==> config.mk <==
export PLATFORM = sky130hd
export DESIGN_NAME = circular_deque_ring_buffer_core
export DESIGN_NICKNAME = d
export VERILOG_FILES = /design/src/cdrb_pkg.sv /design/src/cdrb_ctrl.sv /design/src/cdrb_dp.sv /design/src/circular_deque_ring_buffer_core.sv
export SDC_FILE = /design/constraint.sdc
export NUM_CORES = 1
export LEC_CHECK = 0
export BUFFER_PORTS_ARGS = -buffer_cell sky130_fd_sc_hd__buf_2
export CAP_MARGIN = 20
export CORE_UTILIZATION = 58
export CTS_BUF_LIST = sky130_fd_sc_hd__clkbuf_4
export CTS_CLUSTER_SIZE = 40
export DETAILED_ROUTE_END_ITERATION = 10
export PLACE_DENSITY = 0.79
export SLEW_MARGIN = 20
export SYNTH_ARGS = -nofsm -noshare
export SYNTH_HDL_FRONTEND = slang
export SYNTH_HIERARCHICAL = 1
export SYNTH_SLANG_ARGS = --single-unit
==> constraint.sdc <==
create_clock -name clk_i -period 5.4 [get_ports clk_i]
set_clock_uncertainty 0.15 [all_clocks]
set_input_delay 0 -clock clk_i [delete_from_list [all_inputs] [get_ports clk_i]]
set_output_delay 0 -clock clk_i [all_outputs]
set_load 0.1 [all_outputs]
==> src/cdrb_pkg.sv <==
`timescale 1ns / 1ps
// ----------------------------------------------------------------------------
// Circular deque package
// Opcodes, field widths and the command and result types shared by the
// controller, the datapath and the top level.
// ----------------------------------------------------------------------------
package cdrb_pkg;

  localparam int unsigned OP_W      = 3;
  localparam int unsigned VAL_W     = 32;
  localparam int unsigned CFG_W     = 5;
  localparam int unsigned CNT_W     = 5;
  localparam int unsigned IN_USER_W = 3;
  localparam int unsigned IN_DATA_W = 32;
  localparam int unsigned RES_W     = 74;
  localparam int unsigned OUT_DATA_W = 80;
  localparam int unsigned OUT_PAD_W  = OUT_DATA_W - RES_W;

  typedef enum logic [OP_W-1:0] {
    OP_PEEK      = 3'd0,
    OP_INS_FRONT = 3'd1,
    OP_INS_BACK  = 3'd2,
    OP_DEL_FRONT = 3'd3,
    OP_DEL_BACK  = 3'd4
  } op_e;

  // Commands from the controller to the datapath, one phase per cycle.
  typedef struct packed {
    logic load_in;
    logic exec;
    logic read;
    logic load_out;
  } dp_cmd_t;

  // Result word; the first member sits in the highest bits.
  typedef struct packed {
    logic [CNT_W-1:0]        entry_count;
    logic                    is_full;
    logic                    is_empty;
    logic                    rear_valid;
    logic signed [VAL_W-1:0] rear_value;
    logic                    front_valid;
    logic signed [VAL_W-1:0] front_value;
    logic                    ok;
  } result_t;

endpackage

==> src/cdrb_ctrl.sv <==
`timescale 1ns / 1ps
// ----------------------------------------------------------------------------
// Circular deque controller
// Sequences one word through accept, execute, read and output phases and
// owns the output valid flag.
// ----------------------------------------------------------------------------
module cdrb_ctrl import cdrb_pkg::*; (
  input  logic    clk_i,
  input  logic    rst_ni,
  input  logic    s_valid_i,
  input  logic    m_ready_i,
  output logic    s_ready_o,
  output logic    m_valid_o,
  output dp_cmd_t cmd_o
);

  typedef enum logic [3:0] {
    S_IDLE = 4'b0001,
    S_EXEC = 4'b0010,
    S_READ = 4'b0100,
    S_DONE = 4'b1000
  } state_e;

  state_e  state_q, state_d;
  logic    m_valid_q, m_valid_d;
  dp_cmd_t cmd;

  always_comb begin
    state_d = state_q;
    cmd     = '0;
    case (state_q)
      S_IDLE: begin
        if (s_valid_i) begin
          cmd.load_in = 1'b1;
          state_d     = S_EXEC;
        end
      end
      S_EXEC: begin
        cmd.exec = 1'b1;
        state_d  = S_READ;
      end
      S_READ: begin
        cmd.read = 1'b1;
        state_d  = S_DONE;
      end
      S_DONE: begin
        // The result register must be empty or draining this cycle.
        if (!m_valid_q || m_ready_i) begin
          cmd.load_out = 1'b1;
          state_d      = S_IDLE;
        end
      end
      default: begin
        state_d = S_IDLE;
      end
    endcase
  end

  always_comb begin
    m_valid_d = m_valid_q;
    if (cmd.load_out) begin
      m_valid_d = 1'b1;
    end else if (m_ready_i) begin
      m_valid_d = 1'b0;
    end
  end

  always_ff @(posedge clk_i or negedge rst_ni) begin
    if (!rst_ni) begin
      state_q   <= S_IDLE;
      m_valid_q <= 1'b0;
    end else begin
      state_q   <= state_d;
      m_valid_q <= m_valid_d;
    end
  end

  assign s_ready_o = (state_q == S_IDLE);
  assign m_valid_o = m_valid_q;
  assign cmd_o     = cmd;

  a_accept_to_exec: assert property (@(posedge clk_i) disable iff (!rst_ni)
    (s_valid_i && s_ready_o) |=> (state_q == S_EXEC))
    else $error("accepted word did not enter the execute phase");

  a_exec_to_read: assert property (@(posedge clk_i) disable iff (!rst_ni)
    (state_q == S_EXEC) |=> (state_q == S_READ))
    else $error("execute phase not followed by the read phase");

  a_no_overwrite: assert property (@(posedge clk_i) disable iff (!rst_ni)
    cmd.load_out |-> (!m_valid_q || m_ready_i))
    else $error("result register loaded while a word still waits");

endmodule

==> src/cdrb_dp.sv <==
`timescale 1ns / 1ps
// ----------------------------------------------------------------------------
// Circular deque datapath
// Slot memory, front pointer, entry count, capacity register and the
// registered result word.
// ----------------------------------------------------------------------------
module cdrb_dp import cdrb_pkg::*; #(
  parameter int unsigned DEPTH = 16
) (
  input  logic                    clk_i,
  input  logic                    rst_ni,
  input  dp_cmd_t                 cmd_i,
  input  logic                    cfg_we_i,
  input  logic [CFG_W-1:0]        cfg_wdata_i,
  input  logic [OP_W-1:0]         in_op_i,
  input  logic signed [VAL_W-1:0] in_data_i,
  output result_t                 result_o
);

  localparam int unsigned AW = (DEPTH > 1) ? $clog2(DEPTH) : 1;
  localparam int unsigned CW = $clog2(DEPTH + 1);
  localparam int unsigned KW = (CW > CFG_W) ? CW : CFG_W;
  localparam int unsigned PW = CW + 1;

  logic signed [VAL_W-1:0] slot_q [DEPTH];

  op_e                     op_q;
  logic signed [VAL_W-1:0] data_q;
  logic [AW-1:0]           front_q, front_d;
  logic [CW-1:0]           count_q, count_d;
  logic [CW-1:0]           cap_q;
  logic                    ok_q, ok_d;
  logic signed [VAL_W-1:0] rd_front_q, rd_rear_q;
  result_t                 res_q;

  logic [KW-1:0] cap_raw, cap_new, count_ext;
  logic          full, empty;
  logic [PW-1:0] front_p, count_p, cap_p;
  logic [PW-1:0] back_sum, inc_sum, rear_sum;
  logic [AW-1:0] dec_front, back_addr, inc_front, rear_addr;
  logic          wr_en;
  logic [AW-1:0] wr_addr;

  // Capacity is clamped to 1..DEPTH when written.
  assign cap_raw = KW'(cfg_wdata_i);
  assign cap_new = (cap_raw == '0) ? KW'(1) :
                   (cap_raw > KW'(DEPTH)) ? KW'(DEPTH) : cap_raw;

  assign full  = (count_q >= cap_q);
  assign empty = (count_q == '0);

  assign front_p = PW'(front_q);
  assign count_p = PW'(count_q);
  assign cap_p   = PW'(cap_q);

  // All sums stay below twice the capacity, so one subtract wraps them.
  assign dec_front = (front_q == '0) ? AW'(cap_q - CW'(1)) : front_q - AW'(1);
  assign back_sum  = front_p + count_p;
  assign back_addr = AW'((back_sum >= cap_p) ? back_sum - cap_p : back_sum);
  assign inc_sum   = front_p + PW'(1);
  assign inc_front = AW'((inc_sum >= cap_p) ? inc_sum - cap_p : inc_sum);
  assign rear_sum  = front_p + count_p - PW'(1);
  assign rear_addr = empty ? front_q :
                     AW'((rear_sum >= cap_p) ? rear_sum - cap_p : rear_sum);

  always_comb begin
    front_d = front_q;
    count_d = count_q;
    ok_d    = 1'b0;
    wr_en   = 1'b0;
    wr_addr = back_addr;
    case (op_q)
      OP_PEEK: begin
        ok_d = 1'b1;
      end
      OP_INS_FRONT: begin
        if (!full) begin
          front_d = dec_front;
          wr_addr = dec_front;
          wr_en   = 1'b1;
          count_d = count_q + CW'(1);
          ok_d    = 1'b1;
        end
      end
      OP_INS_BACK: begin
        if (!full) begin
          wr_en   = 1'b1;
          count_d = count_q + CW'(1);
          ok_d    = 1'b1;
        end
      end
      OP_DEL_FRONT: begin
        if (!empty) begin
          front_d = inc_front;
          count_d = count_q - CW'(1);
          ok_d    = 1'b1;
        end
      end
      OP_DEL_BACK: begin
        if (!empty) begin
          count_d = count_q - CW'(1);
          ok_d    = 1'b1;
        end
      end
      default: begin
        ok_d = 1'b0;
      end
    endcase
  end

  always_ff @(posedge clk_i or negedge rst_ni) begin
    if (!rst_ni) begin
      front_q <= '0;
      count_q <= '0;
      cap_q   <= CW'(DEPTH);
    end else if (cfg_we_i) begin
      front_q <= '0;
      count_q <= '0;
      cap_q   <= CW'(cap_new);
    end else if (cmd_i.exec) begin
      front_q <= front_d;
      count_q <= count_d;
    end
  end

  always_ff @(posedge clk_i) begin
    if (cmd_i.load_in) begin
      op_q   <= op_e'(in_op_i);
      data_q <= in_data_i;
    end
    if (cmd_i.exec) begin
      ok_q <= ok_d;
    end
  end

  always_ff @(posedge clk_i) begin
    if (cmd_i.exec && wr_en) begin
      slot_q[wr_addr] <= data_q;
    end
  end

  always_ff @(posedge clk_i) begin
    if (cmd_i.read) begin
      rd_front_q <= slot_q[front_q];
      rd_rear_q  <= slot_q[rear_addr];
    end
  end

  assign count_ext = KW'(count_q);

  always_ff @(posedge clk_i) begin
    if (cmd_i.load_out) begin
      res_q.ok          <= ok_q;
      res_q.front_value <= empty ? '0 : rd_front_q;
      res_q.front_valid <= !empty;
      res_q.rear_value  <= empty ? '0 : rd_rear_q;
      res_q.rear_valid  <= !empty;
      res_q.is_empty    <= empty;
      res_q.is_full     <= (count_q == cap_q);
      res_q.entry_count <= count_ext[CNT_W-1:0];
    end
  end

  assign result_o = res_q;

  a_count_bound: assert property (@(posedge clk_i) disable iff (!rst_ni)
    count_q <= cap_q)
    else $error("entry count exceeds capacity");

  a_front_bound: assert property (@(posedge clk_i) disable iff (!rst_ni)
    front_p < cap_p)
    else $error("front pointer outside the capacity");

  a_peek_stable: assert property (@(posedge clk_i) disable iff (!rst_ni)
    (cmd_i.exec && (op_q == OP_PEEK) && !cfg_we_i) |=> ($stable(count_q) && $stable(front_q)))
    else $error("peek changed the deque state");

endmodule

==> src/circular_deque_ring_buffer_core.sv <==
`timescale 1ns / 1ps
// ----------------------------------------------------------------------------
// Circular deque ring buffer core
// Double-ended queue in a ring of DEPTH slots with a run-time capacity.
// ----------------------------------------------------------------------------
//
//  Channel   Dir  Handshake                 Contents (low bit up)
//  s_axis    in   tvalid / tready           tuser: opcode[2:0]
//                                           tdata: data_value[31:0]
//  m_axis    out  tvalid / tready           tdata: ok, front_value, front_valid,
//                                           rear_value, rear_valid, is_empty,
//                                           is_full, entry_count, zero pad
//  cfg       in   write enable, no wait     capacity[4:0]
//
// Each word passes through accept, execute (pointer update and slot write),
// slot read of front and rear, then load of the result register. The
// registered read of front and rear follows the slot write of the execute
// phase, so it sees the updated slots and pointers.
// A finished result waits in the output register; the next word is taken
// while it waits, and only the final load stalls if it is still unread.
// Reset clears the pointer, the count and the output valid, and sets the
// capacity to DEPTH. Slot contents are not cleared; unwritten slots are read
// only when empty, masked to zero. A capacity write also empties the deque.
// ----------------------------------------------------------------------------
module circular_deque_ring_buffer_core import cdrb_pkg::*; #(
  parameter int unsigned DEPTH = 16
) (
  input  logic                  clk_i,
  input  logic                  rst_ni,
  // Input word.
  input  logic                  s_axis_tvalid_i,
  output logic                  s_axis_tready_o,
  input  logic [IN_DATA_W-1:0]  s_axis_tdata_i,  // data_value[31:0]
  input  logic [IN_USER_W-1:0]  s_axis_tuser_i,  // opcode[2:0]
  // Result word.
  output logic                  m_axis_tvalid_o,
  input  logic                  m_axis_tready_i,
  // ok[0], front_value[32:1], front_valid[33], rear_value[65:34],
  // rear_valid[66], is_empty[67], is_full[68], entry_count[73:69], zero[79:74]
  output logic [OUT_DATA_W-1:0] m_axis_tdata_o,
  // Capacity register.
  input  logic                  cfg_we_i,
  input  logic [CFG_W-1:0]      cfg_wdata_i
);

  dp_cmd_t cmd;
  result_t result;

  // The controller sequences the phases; the datapath holds all data storage.
  cdrb_ctrl u_ctrl (
    .clk_i     (clk_i),
    .rst_ni    (rst_ni),
    .s_valid_i (s_axis_tvalid_i),
    .m_ready_i (m_axis_tready_i),
    .s_ready_o (s_axis_tready_o),
    .m_valid_o (m_axis_tvalid_o),
    .cmd_o     (cmd)
  );

  cdrb_dp #(
    .DEPTH (DEPTH)
  ) u_dp (
    .clk_i       (clk_i),
    .rst_ni      (rst_ni),
    .cmd_i       (cmd),
    .cfg_we_i    (cfg_we_i),
    .cfg_wdata_i (cfg_wdata_i),
    .in_op_i     (s_axis_tuser_i),
    .in_data_i   (s_axis_tdata_i),
    .result_o    (result)
  );

  // The result struct is already laid out with ok in the lowest bit.
  assign m_axis_tdata_o = {{OUT_PAD_W{1'b0}}, result};

endmodule
## After elaboration in Yosys (flattened, before gate mapping)

Memories as Yosys holds them, arrays and structs flattened. A register that Yosys moved wholly into a read port is not among the register bits.
Index checks and enable logic that the tools add are counted.

- Flip-flop bits (word level): 128
- Memory bits (writable): 512
- Output and inout port bits: 82
- Memories: 1

Memory list:

| name | depth | width | read ports | clocked after Yosys merged registers in | wr ports | RTL line | RTL |
|---|---|---|---|---|---|---|---|
| u_dp.slot_q | 16 | 32 | 2 | 2 | 1 | cdrb_dp.sv:25 | `logic signed [VAL_W-1:0] slot_q [DEPTH];` |

- $add $sub $neg: 10
- Order comparisons: 5
- Equal/unequal tests: 15
- Multiplexer cells: 36
- Reductions and logical operators: 17

Operator list:

| kind | count |
|---|---|
| $mux 4 | 13 |
| $mux 5 | 6 |
| $pmux 4 s4 | 1 |
| $mux 1 | 13 |
| $ge 6x5->1 | 2 |
| $ne 3x3->1 const B | 4 |
| $sub 4x4->4 | 3 |
| $ge 5x5->1 | 2 |
| $logic_not 5->1 | 2 |
| $pmux 5 s2 | 1 |
| $pmux 4 s2 | 1 |
| $reduce_and 4->1 | 2 |
| $sub 4x1->4 const B | 2 |
| $add 4x5->6 | 1 |
| $eq 3x2->1 const B | 2 |
| $reduce_bool 3->1 | 2 |
| $sub 6x1->6 const B | 1 |
| $add 4x1->5 const B | 1 |
| $add 5x1->5 const B | 1 |
| $eq 5x5->1 | 1 |
| $gt 5x5->1 const B | 1 |
| $sub 5x1->5 const B | 1 |
| $eq 4x1->1 const B | 1 |
| $eq 4x2->1 const B | 1 |
| 15 further kinds | 18 |

## Logic depth before layout (Yosys ltp)

Gate-level depths: netlist of run 1.

- Depth after elaboration: 7
- Mapped depth: 19
- Mapped depth without buffers: 16

## Cells and area by module

The synthesis of run 1 kept the hierarchy.

By module, submodules not included:

| module | times used | cells each | area each (um^2) | seq. area each (um^2) |
|---|---|---|---|---|
| cdrb_dp | 1 | 1,757 | 31,377.6 | 20,921.3 |
| cdrb_ctrl | 1 | 26 | 275.3 | 126.4 |
| circular_deque_ring_buffer_core | 1 | 7 | 48.8 | 0.0 |

## Worst setup path before layout of run 1

Ideal clock, no wire load.

- Path kind: register -> register
- Start point: reg u_ctrl.state_q[0]
- End point: reg u_dp.data_q[0], enable pin
- Library setup time: 0.395 ns
- Arrival: 4.913 ns
- Data required time: 4.855 ns
- Path slack: -0.058 ns
- Cell stages (with the launch flop): 3
- Buffers on the path: 0
- Period minus slack after synthesis: 5.458 ns
- Cells stage by stage: dfstp_2 nor4b_1 and2_1

RTL lines:

| item | RTL line | RTL |
|---|---|---|
| start, declared | cdrb_ctrl.sv:24 | `state_e state_q, state_d;` |
| start signal, assigned | cdrb_ctrl.sv:73 | `state_q <= state_d;` |
| end signal, assigned | cdrb_dp.sv:129 | `data_q <= in_data_i;` |
| end, declared | cdrb_dp.sv:28 | `logic signed [VAL_W-1:0] data_q;` |

## Final worst setup path of run 1

- Start point: reg u_dp.front_q[0]
- End point: reg u_dp.rd_rear_q[31] (read register of u_dp.slot_q), data pin

- Longest elaborated chain between the ends: 5
- Elaborated cells between the ends (all ways): 6

RTL lines:

| item | RTL line | RTL |
|---|---|---|
| start, declared | cdrb_dp.sv:29 | `logic [AW-1:0] front_q, front_d;` |
| start signal, assigned | cdrb_dp.sv:121 | `front_q <= front_d;` |
| $add 4x5->6 | cdrb_dp.sv:62 | `assign rear_sum = front_p + count_p - PW'(1);` |
| $sub 6x1->6 | cdrb_dp.sv:62 |  |
| $ge 6x5->1 or $sub 4x4->4 (tied branches) | cdrb_dp.sv:64 | `AW'((rear_sum >= cap_p) ? rear_sum - cap_p : rear_sum);` |
| $mux 4 | cdrb_dp.sv:64 |  |
| $mux 4 * | cdrb_dp.sv:63 | `assign rear_addr = empty ? front_q :` |
| end, declared | cdrb_dp.sv:33 | `logic signed [VAL_W-1:0] rd_front_q, rd_rear_q;` |

Every way passes the cells marked *; elsewhere a longest branch is shown, timed or not.
A chain may end at the register's enable or synchronous reset.

==> results of run 1 <==
-- state kept, by name, indices dropped and copies added, names as in the netlist --
signal,flops
u_dp/result_o,73
u_dp/op_q,3
u_dp/rd_front_q,32
u_dp/slot_q,512
u_dp/cap_q,5
u_dp/front_q,4
u_ctrl/state_q,4
u_dp/data_q,32
u_dp/rd_rear_q,32
u_dp/ok_q,1
u_dp/count_ext,5
u_ctrl/m_valid_o,1
-- cell type report --
class | instances | area, um^2 | area share [%]
Clock buffer | 250 | 1880 | 5.08
Inverter | 25 | 93.8 | 0.254
Multi-Input combinational cell | 948 | 10200 | 27.5
Clock inverter | 54 | 345 | 0.934
Timing Repair Buffer | 310 | 2520 | 6.83
Sequential cell | 704 | 21100 | 57.0
Tap cell | 696 | 871 | 2.36
Antenna cell | 7 | 17.5 | 0.0474
-- cell usage in the layout, fill, tap and decap left out, types with 6 or more instances in the layout --
| cell type | synthesis | routed |
|---|---|---|
| xor2_1 | 7 | 7 |
| and3_1 | 7 | 7 |
| buf_4 | 13 | 52 |
| dfrtp_1 | 17 | 14 |
| mux2_2 | 91 | 91 |
| conb_1 | 1 | 6 |
| buf_12 | 0 | 15 |
| a221o_1 | 30 | 30 |
| and2_1 | 68 | 66 |
| nor2_1 | 42 | 21 |
| nand2_1 | 89 | 88 |
| a21o_1 | 13 | 13 |
| a21oi_1 | 21 | 21 |
| xnor2_1 | 13 | 13 |
| inv_1 | 23 | 23 |
| o211ai_1 | 32 | 32 |
| nor2_4 | 0 | 17 |
| diode_2 | 0 | 7 |
| dlygate4sd3_1 | 0 | 123 |
| o21ai_0 | 14 | 14 |
| ha_1 | 31 | 31 |
| buf_2 | 16 | 120 |
| mux4_2 | 161 | 161 |
| a22oi_1 | 61 | 61 |
| edfxtp_1 | 685 | 685 |
| a32o_1 | 31 | 31 |
| mux2i_1 | 99 | 99 |
| nand3_1 | 9 | 9 |
| nor2b_1 | 6 | 6 |
| nand2b_1 | 6 | 6 |
| mux2_1 | 41 | 41 |
| clkinv_1 | 2 | 36 |
| clkbuf_4 | 0 | 250 |
-- path summary, 6_finish.rpt --
check / endpoint / startpoint / slack, ns
setup / recovery: u_dp/rd_rear_q[31] / u_dp/front_q[0] / 0.21
hold / removal: u_dp/data_q[24] / s_axis_tdata_i[24] / 0.06
setup reg to reg: u_dp/rd_rear_q[31] / u_dp/front_q[0] / 0.21
hold reg to reg: u_dp/result_o[0] / u_dp/ok_q / 0.27
max in group asynchronous: u_dp/front_q[1] / rst_ni / 3.89
min in group asynchronous: u_dp/cap_q[0] / rst_ni / 0.53
-- per-stage QoR --
stage	utilization [%]	instances	cell area (um^2)
finish	68.5	2994	37000
global route	68.5	2993	37000
CTS	68.5	2987	36900
detailed placement	62.1	2560	33500
global placement	62.1	2560	33500
floorplan	-	1795	31700
-- worst min-delay path, stage by stage --
cell and delay [ns]:
dlygate4sd3_1 0.52, buf_2 0.09, dlygate4sd3_1 0.53
-- cells by family after synthesis --
logic type | Yosys count | synth area share, %
muxes | 392 | 19.3
xor gates and xnor gates | 21 | 0.604
and+or+nand+nor | 254 | 4.06
AOI/OAI and AO/OA | 239 | 6.00
DFF | 704 | 66.4
buffers and inverters | 143 | 2.15
adders and majority gates | 36 | 1.54
other | 1 | 0.0118
-- timing repair --
| item | in CTS | in global routing |
|---|---|---|
| hold buffers | 123 | 0 |
| endpoints found under the setup margin | 0 | 1 |
| gates resized for setup | 0 | 1 |
| hold endpoints to repair | 163 | 0 |
-- report_power, final --
group / internal [mW] / switching [mW] / total [mW]
clock network: 2.32 / 2.15 / 4.47
logic: 2.53 / 3.21 / 5.74
registers: 6.55 / 0.285 / 6.84
total: 11.4 / 5.64 / 17.0
-- routing by layer --
layer  vias to the layer above  global-route usage, %
li1                       8171                      -
met1                      9883                   39.4
met2                      1268                   47.6
met3                       221                   7.83
met4                         0                   13.8
met5                         -                      0
==> qor.csv, run 1 <==
stage,metric,value,unit
sta,hold_ws,0.0618,ns
drt,met1 WL,30.1,mm
sta,Final WS setup,0.211,ns
min_path,Hold Crit Depth,3,
sta,Tmin final,5.19,ns
critical_path,CP endpoint kind,flip-flop,
floorplanning,Die ar.,55600,um^2
grt,total gr overflow,0,
yosys,Syn. warnings,6,
critical_path,"delay-heaviest family, CP",compound AO/OA/AOI/OAI gates,
cts,CTS sink cnt,704,
power_and_ir_drop,Max VDD drop,0.000338,V
flow_run,Max Cap Viol,0,
drt,drt total wl,81.0,mm
sta,unrepaired setup endpoints after global routing,false,
cts,Worst-path clk slew,0.06,ns
yosys,syn avg cell area,17.7,um^2
yosys,Synth Cell Area,31700,um^2
grt,initial antenna violation count,2,
sta,Final Setup Violations,0,
drt,routed length on met3,8.49,mm
critical_path,CP Buf/Inv Count,3,
drt,WL/cell,27.1,um
sta,slew margin rel.,21.6,%
yosys,top-count cell post-synth,edfxtp_1,
sta,Setup Total Neg Slack,0,ns
sta,final hold vios,0,
yosys,Cells after Synth,1790,
cts,Post-CTS Setup Inserts,0,
drt,Initial DRC Count,2208,
grt,vias in the first global route,20300,
sta,fmax,0.193,GHz
cells_and_area,Area growth syn-to-layout,16.6,%
floorplanning,CORE AREA,53900,um^2
cells_and_area,FILL cells,3452,
placed_design,GPL Wtd Cong,0.838,
critical_path,critical path peak fanout,23,
critical_path,crit-path most repeated cell,ha_1,
floorplanning,die height,236,um
cts,total CTS buffers,175,
power_and_ir_drop,pwr dens,461,nW/um^2
drt,DRT Pass-1 Iters,5,
placed_design,Final HPWL DP,44.0,mm
sta,Least-Margin Pin Slew,1.17,ns
yosys,number of synthesized flops with an enable pin,685,
yosys,synth top area cells,"edfxtp_1, mux4_2, mux2_2",
sta,final period utilization,96.1,%
yosys,top_reg_cell synth,edfxtp_1,
drt,DR WL met2,39.5,mm
floorplanning,floorplan row count,85,
cts,"Clk Latency, worst-skew pair",1.09,ns
critical_path,CP max stage delay,0.60,ns
drt,DR vias/cell,6.53,
sta,Final Max Slew Viols,0,
drt,Final ANT Viol Nets,0,
yosys,Synth top area share,64.9,%
critical_path,Setup CP Type,flip-flop to flip-flop,
floorplanning,initial cell density of the core,58.8,%
grt,first-pass GRT wire length,122,mm
yosys,"Seq/Total Area, Yosys",66.4,%
cts,Longest Clk Path Bufs,3,
min_path,worst hold path class,input pin to flip-flop,
cts,Max H-tree Level,4,
drt,top layer in use,met4,
cells_and_area,NumNets Final,2245,
yosys,"flops & latches, synth",704,
grt,Global Route Usage Sum,30.1,%
placed_design,Port Buf Inserts,120,
power_and_ir_drop,Design Power,17.0,mW
yosys,count of cell types in the netlist,68,
drt,# DRC,0,
floorplanning,io pins,127,
yosys,ys async rst share,2.70,%
critical_path,Worst path slowest cell,a2111oi_1,
placed_design,"worst slack, placed",0.410,ns
drt,via count,19500,
cts,CTS tree,done,
run_status,status,finished clean,
grt,largest net degree at the start of global routing,135,
critical_path,CP startpoint kind,flip-flop,
critical_path,Reg2Reg Depth,17,
yosys,Synth area leader,edfxtp_1,
yosys,Commonest cells post-synth,"edfxtp_1, mux4_2, mux2i_1",
cts,CTS Root Cell,clkbuf_4,
critical_path,Crit path depth,17,
floorplanning,Die Wd,236,um
critical_path,crit path DAT,5.82,ns
cells_and_area,layout cells sized above 1,33.0,%
critical_path,CP Data Required Time,6.03,ns
power_and_ir_drop,P_leak,12.6,nW
critical_path,CP Cell Sequence,"ha_1, fa_1, inv_1, ha_1, xnor2_1, inv_1, ha_1, a21oi_1, a21boi_0, o21ai_0, nand2b_1, o211ai_2, nand2_1, buf_12, a2111oi_1, a311oi_1, a211o_1",
No activity file was read; power rests on OpenSTA's default activity.
==> run 2: changes to the inputs <==
Settings changed: CAP_MARGIN 20 to not set, SETUP_SLACK_MARGIN set to 0.02.
Clock period 5.4 ns to 4.46 ns, I/O delays scaled along.
==> qor.csv, run 2 (synthesized netlist as in run 1, its figures left out) <==
stage,metric,value,unit,change
run_status,status,"finished, violations left",,
run_status,failing checks,setup timing,,
power_and_ir_drop,cell internal pwr,15.6,mW,+37%
drt,Final ANT Viol Nets,0,,unchanged
power_and_ir_drop,P_leak,14.1,nW,+12%
critical_path,critical path peak fanout,6,,-74%
critical_path,crit path DAT,5.34,ns,-0.48 ns
power_and_ir_drop,Logic pwr share,42.0,%,+8.3 points
critical_path,Setup CP Type,flip-flop to flip-flop,,
drt,Initial DRC Count,2771,,+25%
cells_and_area,"leading cell type in the layout, fill and taps excluded",edfxtp_1,,
cts,Max H-tree Level,4,,unchanged
sta,Least-Margin Pin Slew,1.07,ns,-0.100 ns
sta,Setup Total Neg Slack,-3.77,ns,-3.77 ns
floorplanning,die height,236,um,unchanged
floorplanning,initial cell density of the core,58.8,%,unchanged
critical_path,CP Cell Sequence,"ha_4, fa_2, inv_2, ha_4, xnor2_4, inv_2, ha_4, a21oi_2, a21boi_2, o21ai_2, nor2b_4, buf_6, a41oi_4, and2_4, buf_12, buf_12, buf_8, buf_16, mux2i_2, a221o_1, o211ai_1",,
critical_path,Worst path slowest cell,fa_2,,
power_and_ir_drop,Clk pwr share,22.9,%,-3.3 points
grt,total gr overflow,0,,unchanged
cells_and_area,most frequent cells in the layout,"edfxtp_1, clkbuf_4, mux4_2",,
grt,vias in the first global route,21300,,+4.8%
power_and_ir_drop,pwr dens,587,nW/um^2,+27%
drt,DR vias/cell,6.73,,+3.1%
grt,largest net degree at the start of global routing,135,,unchanged
critical_path,CP Data Required Time,5.14,ns,-0.89 ns
cts,CTS sink cnt,704,,unchanged
sta,unrepaired setup endpoints after global routing,true,,
critical_path,crit-path most repeated cell,ha_4,,
floorplanning,floorplan row count,85,,unchanged
power_and_ir_drop,sw frac,33.8,%,+0.67 points
placed_design,Final HPWL DP,49.4,mm,+12%
drt,WL/cell,29.4,um,+8.6%
cts,total CTS buffers,175,,unchanged
cts,Longest Clk Path Bufs,3,,unchanged
cts,CTS tree,done,,
cts,Worst-path clk slew,0.07,ns,about the same
sta,hold_ws,0.0945,ns,+0.0327 ns
min_path,worst hold path class,input pin to flip-flop,,
cells_and_area,layout cells sized above 1,42.8,%,+9.8 points
cells_and_area,Largest register FFs,512,,unchanged
placed_design,Port Buf Inserts,120,,unchanged
cells_and_area,Largest Register,u_dp/slot_q,,
sta,Tmin final,4.66,ns,-0.533 ns
flow_run,Max Cap Viol,0,,unchanged
floorplanning,Die ar.,55600,um^2,unchanged
grt,first-pass GRT wire length,131,mm,+6.7%
grt,initial antenna violation count,2,,unchanged
sta,final hold vios,0,,unchanged
power_and_ir_drop,P_sw,7.94,mW,+41%
sta,slew margin rel.,28.4,%,+6.9 points
drt,via count,21400,,+9.3%
floorplanning,Die Wd,236,um,unchanged
critical_path,CP startpoint kind,flip-flop,,
sta,final period utilization,104,%,+8.3 points
drt,DRT Pass-1 Iters,7,,+2
critical_path,CP max stage delay,0.55,ns,-0.05 ns
cells_and_area,NumNets Final,2425,,+8.0%
sta,Final Max Slew Viols,0,,unchanged
drt,# DRC,0,,unchanged
sta,fmax,0.215,GHz,+11%
floorplanning,io pins,127,,unchanged
sta,Final WS setup,-0.196,ns,-0.407 ns
placed_design,GPL Wtd Cong,0.857,,+2.3%
floorplanning,CORE AREA,53900,um^2,unchanged
critical_path,CP endpoint kind,flip-flop,,
power_and_ir_drop,Design Power,23.5,mW,+38%
grt,Global Route Usage Sum,32.2,%,+2.2 points
power_and_ir_drop,Max VDD drop,0.000356,V,+5.3%
power_and_ir_drop,register share of total power,35.1,%,-5.0 points
cts,CTS Root Cell,clkbuf_4,,
cts,"Clk Latency, worst-skew pair",1.04,ns,-0.05 ns
sta,Final Setup Violations,36,,+36
drt,drt total wl,93.3,mm,+15%
cells_and_area,Area growth syn-to-layout,26.5,%,
cells_and_area,FILL cells,2961,,-14%
## run 2: cell count changes in the layout (fill, tap and decap cells not counted), moves of 11 or more
| cell | delta |
|---|---|
| buf_6 | +29 |
| mux2_1 | -16 |
| a22oi_2 | +46 |
| buf_4 | +84 |
| a22oi_1 | -46 |
| dlygate4sd3_1 | -14 |
| mux2_4 | +34 |
| mux2_2 | -18 |
| buf_12 | +51 |
| clkbuf_16 | +11 |
## run 2: worst max-delay path: cells and delay by family, from the launching register on
family | cells | cell delay, ns
buffers and inverters | 7 | 0.77
xor gates and xnor gates | 1 | 0.20
and+or+nand+nor | 2 | 0.44
muxes | 1 | 0.14
DFF | 1 | 0.50
AOI/OAI and AO/OA | 6 | 1.10
adders and majority gates | 4 | 1.15
## run 2: repair_timing
| item | 4_1_cts | 5_1_grt |
|---|---|---|
| gates cloned | 11 | 14 |
| endpoints found under the setup margin | 305 | 535 |
| hold buffers | 109 | 0 |
| hold endpoints to repair | 180 | 0 |
| resized for setup | 87 | 135 |
| setup buffers | 41 | 38 |
| pin swaps | 37 | 75 |
## run 2: worst paths after layout
path | endpoint | cells past startpoint | from | slack (ns)
max | u_dp/rd_rear_q[23] | 21 | u_dp/front_q[0] | -0.20
min | u_dp/op_q[2] | 3 | s_axis_tuser_i[2] | 0.09
max reg2reg | u_dp/rd_rear_q[23] | 21 | u_dp/front_q[0] | -0.20
min reg2reg | u_dp/result_o[0] | 0 | u_dp/ok_q | 0.28
max in group asynchronous | u_dp/front_q[0] | 4 | rst_ni | 2.91
min in group asynchronous | u_dp/count_ext[2] | 4 | rst_ni | 0.59
## run 2: cell type report
cell class	instances	area, um^2	area share, %
inverter	25	93.8	0.234
clock buffer	255	1910	4.77
multi-input combinational	951	10900	27.2
timing repair buffer	487	4990	12.4
clock inverter	52	277	0.690
tap	696	871	2.17
sequential	704	21100	52.5
antenna	4	10.0	0.0250
## run 2: metal layers
layer / vias up / global-route usage, % / wire length [um] / part of all wire (%)
li1: 8559 / - / - / -
met3: 372 / 8.48 / 11700 / 13
met4: 0 / 14.7 / 4600 / 4.9
met2: 1801 / 52.0 / 44900 / 48
met5: - / 0 / 0 / 0
met1: 10600 / 41.2 / 32100 / 34
## run 2: through the flow
stage | utilization, % | area (um^2) | worst slack [ns] | instances
2_1_floorplan | - | 31700 | -0.666 | 1795
3_3_place_gp | 64.4 | 34700 | -0.491 | 2659
3_5_place_dp | 64.4 | 34700 | -0.416 | 2659
4_1_cts | 72.4 | 39000 | -0.0389 | 3126
5_1_grt | 74.4 | 40100 | -0.314 | 3174
6_report | 74.4 | 40100 | -0.196 | 3174
## run 2: power groups by stage
stage | clock, mW | combinational (mW) | sequential [mW]
after floorplan | 0 | 4.79 | 8.34
after CTS | 5.39 | 8.64 | 8.25
after global placement | 0 | 7.38 | 8.36
after global routing | 5.78 | 10.2 | 8.30
after detailed placement | 0 | 7.56 | 8.39
final | 5.39 | 9.87 | 8.27
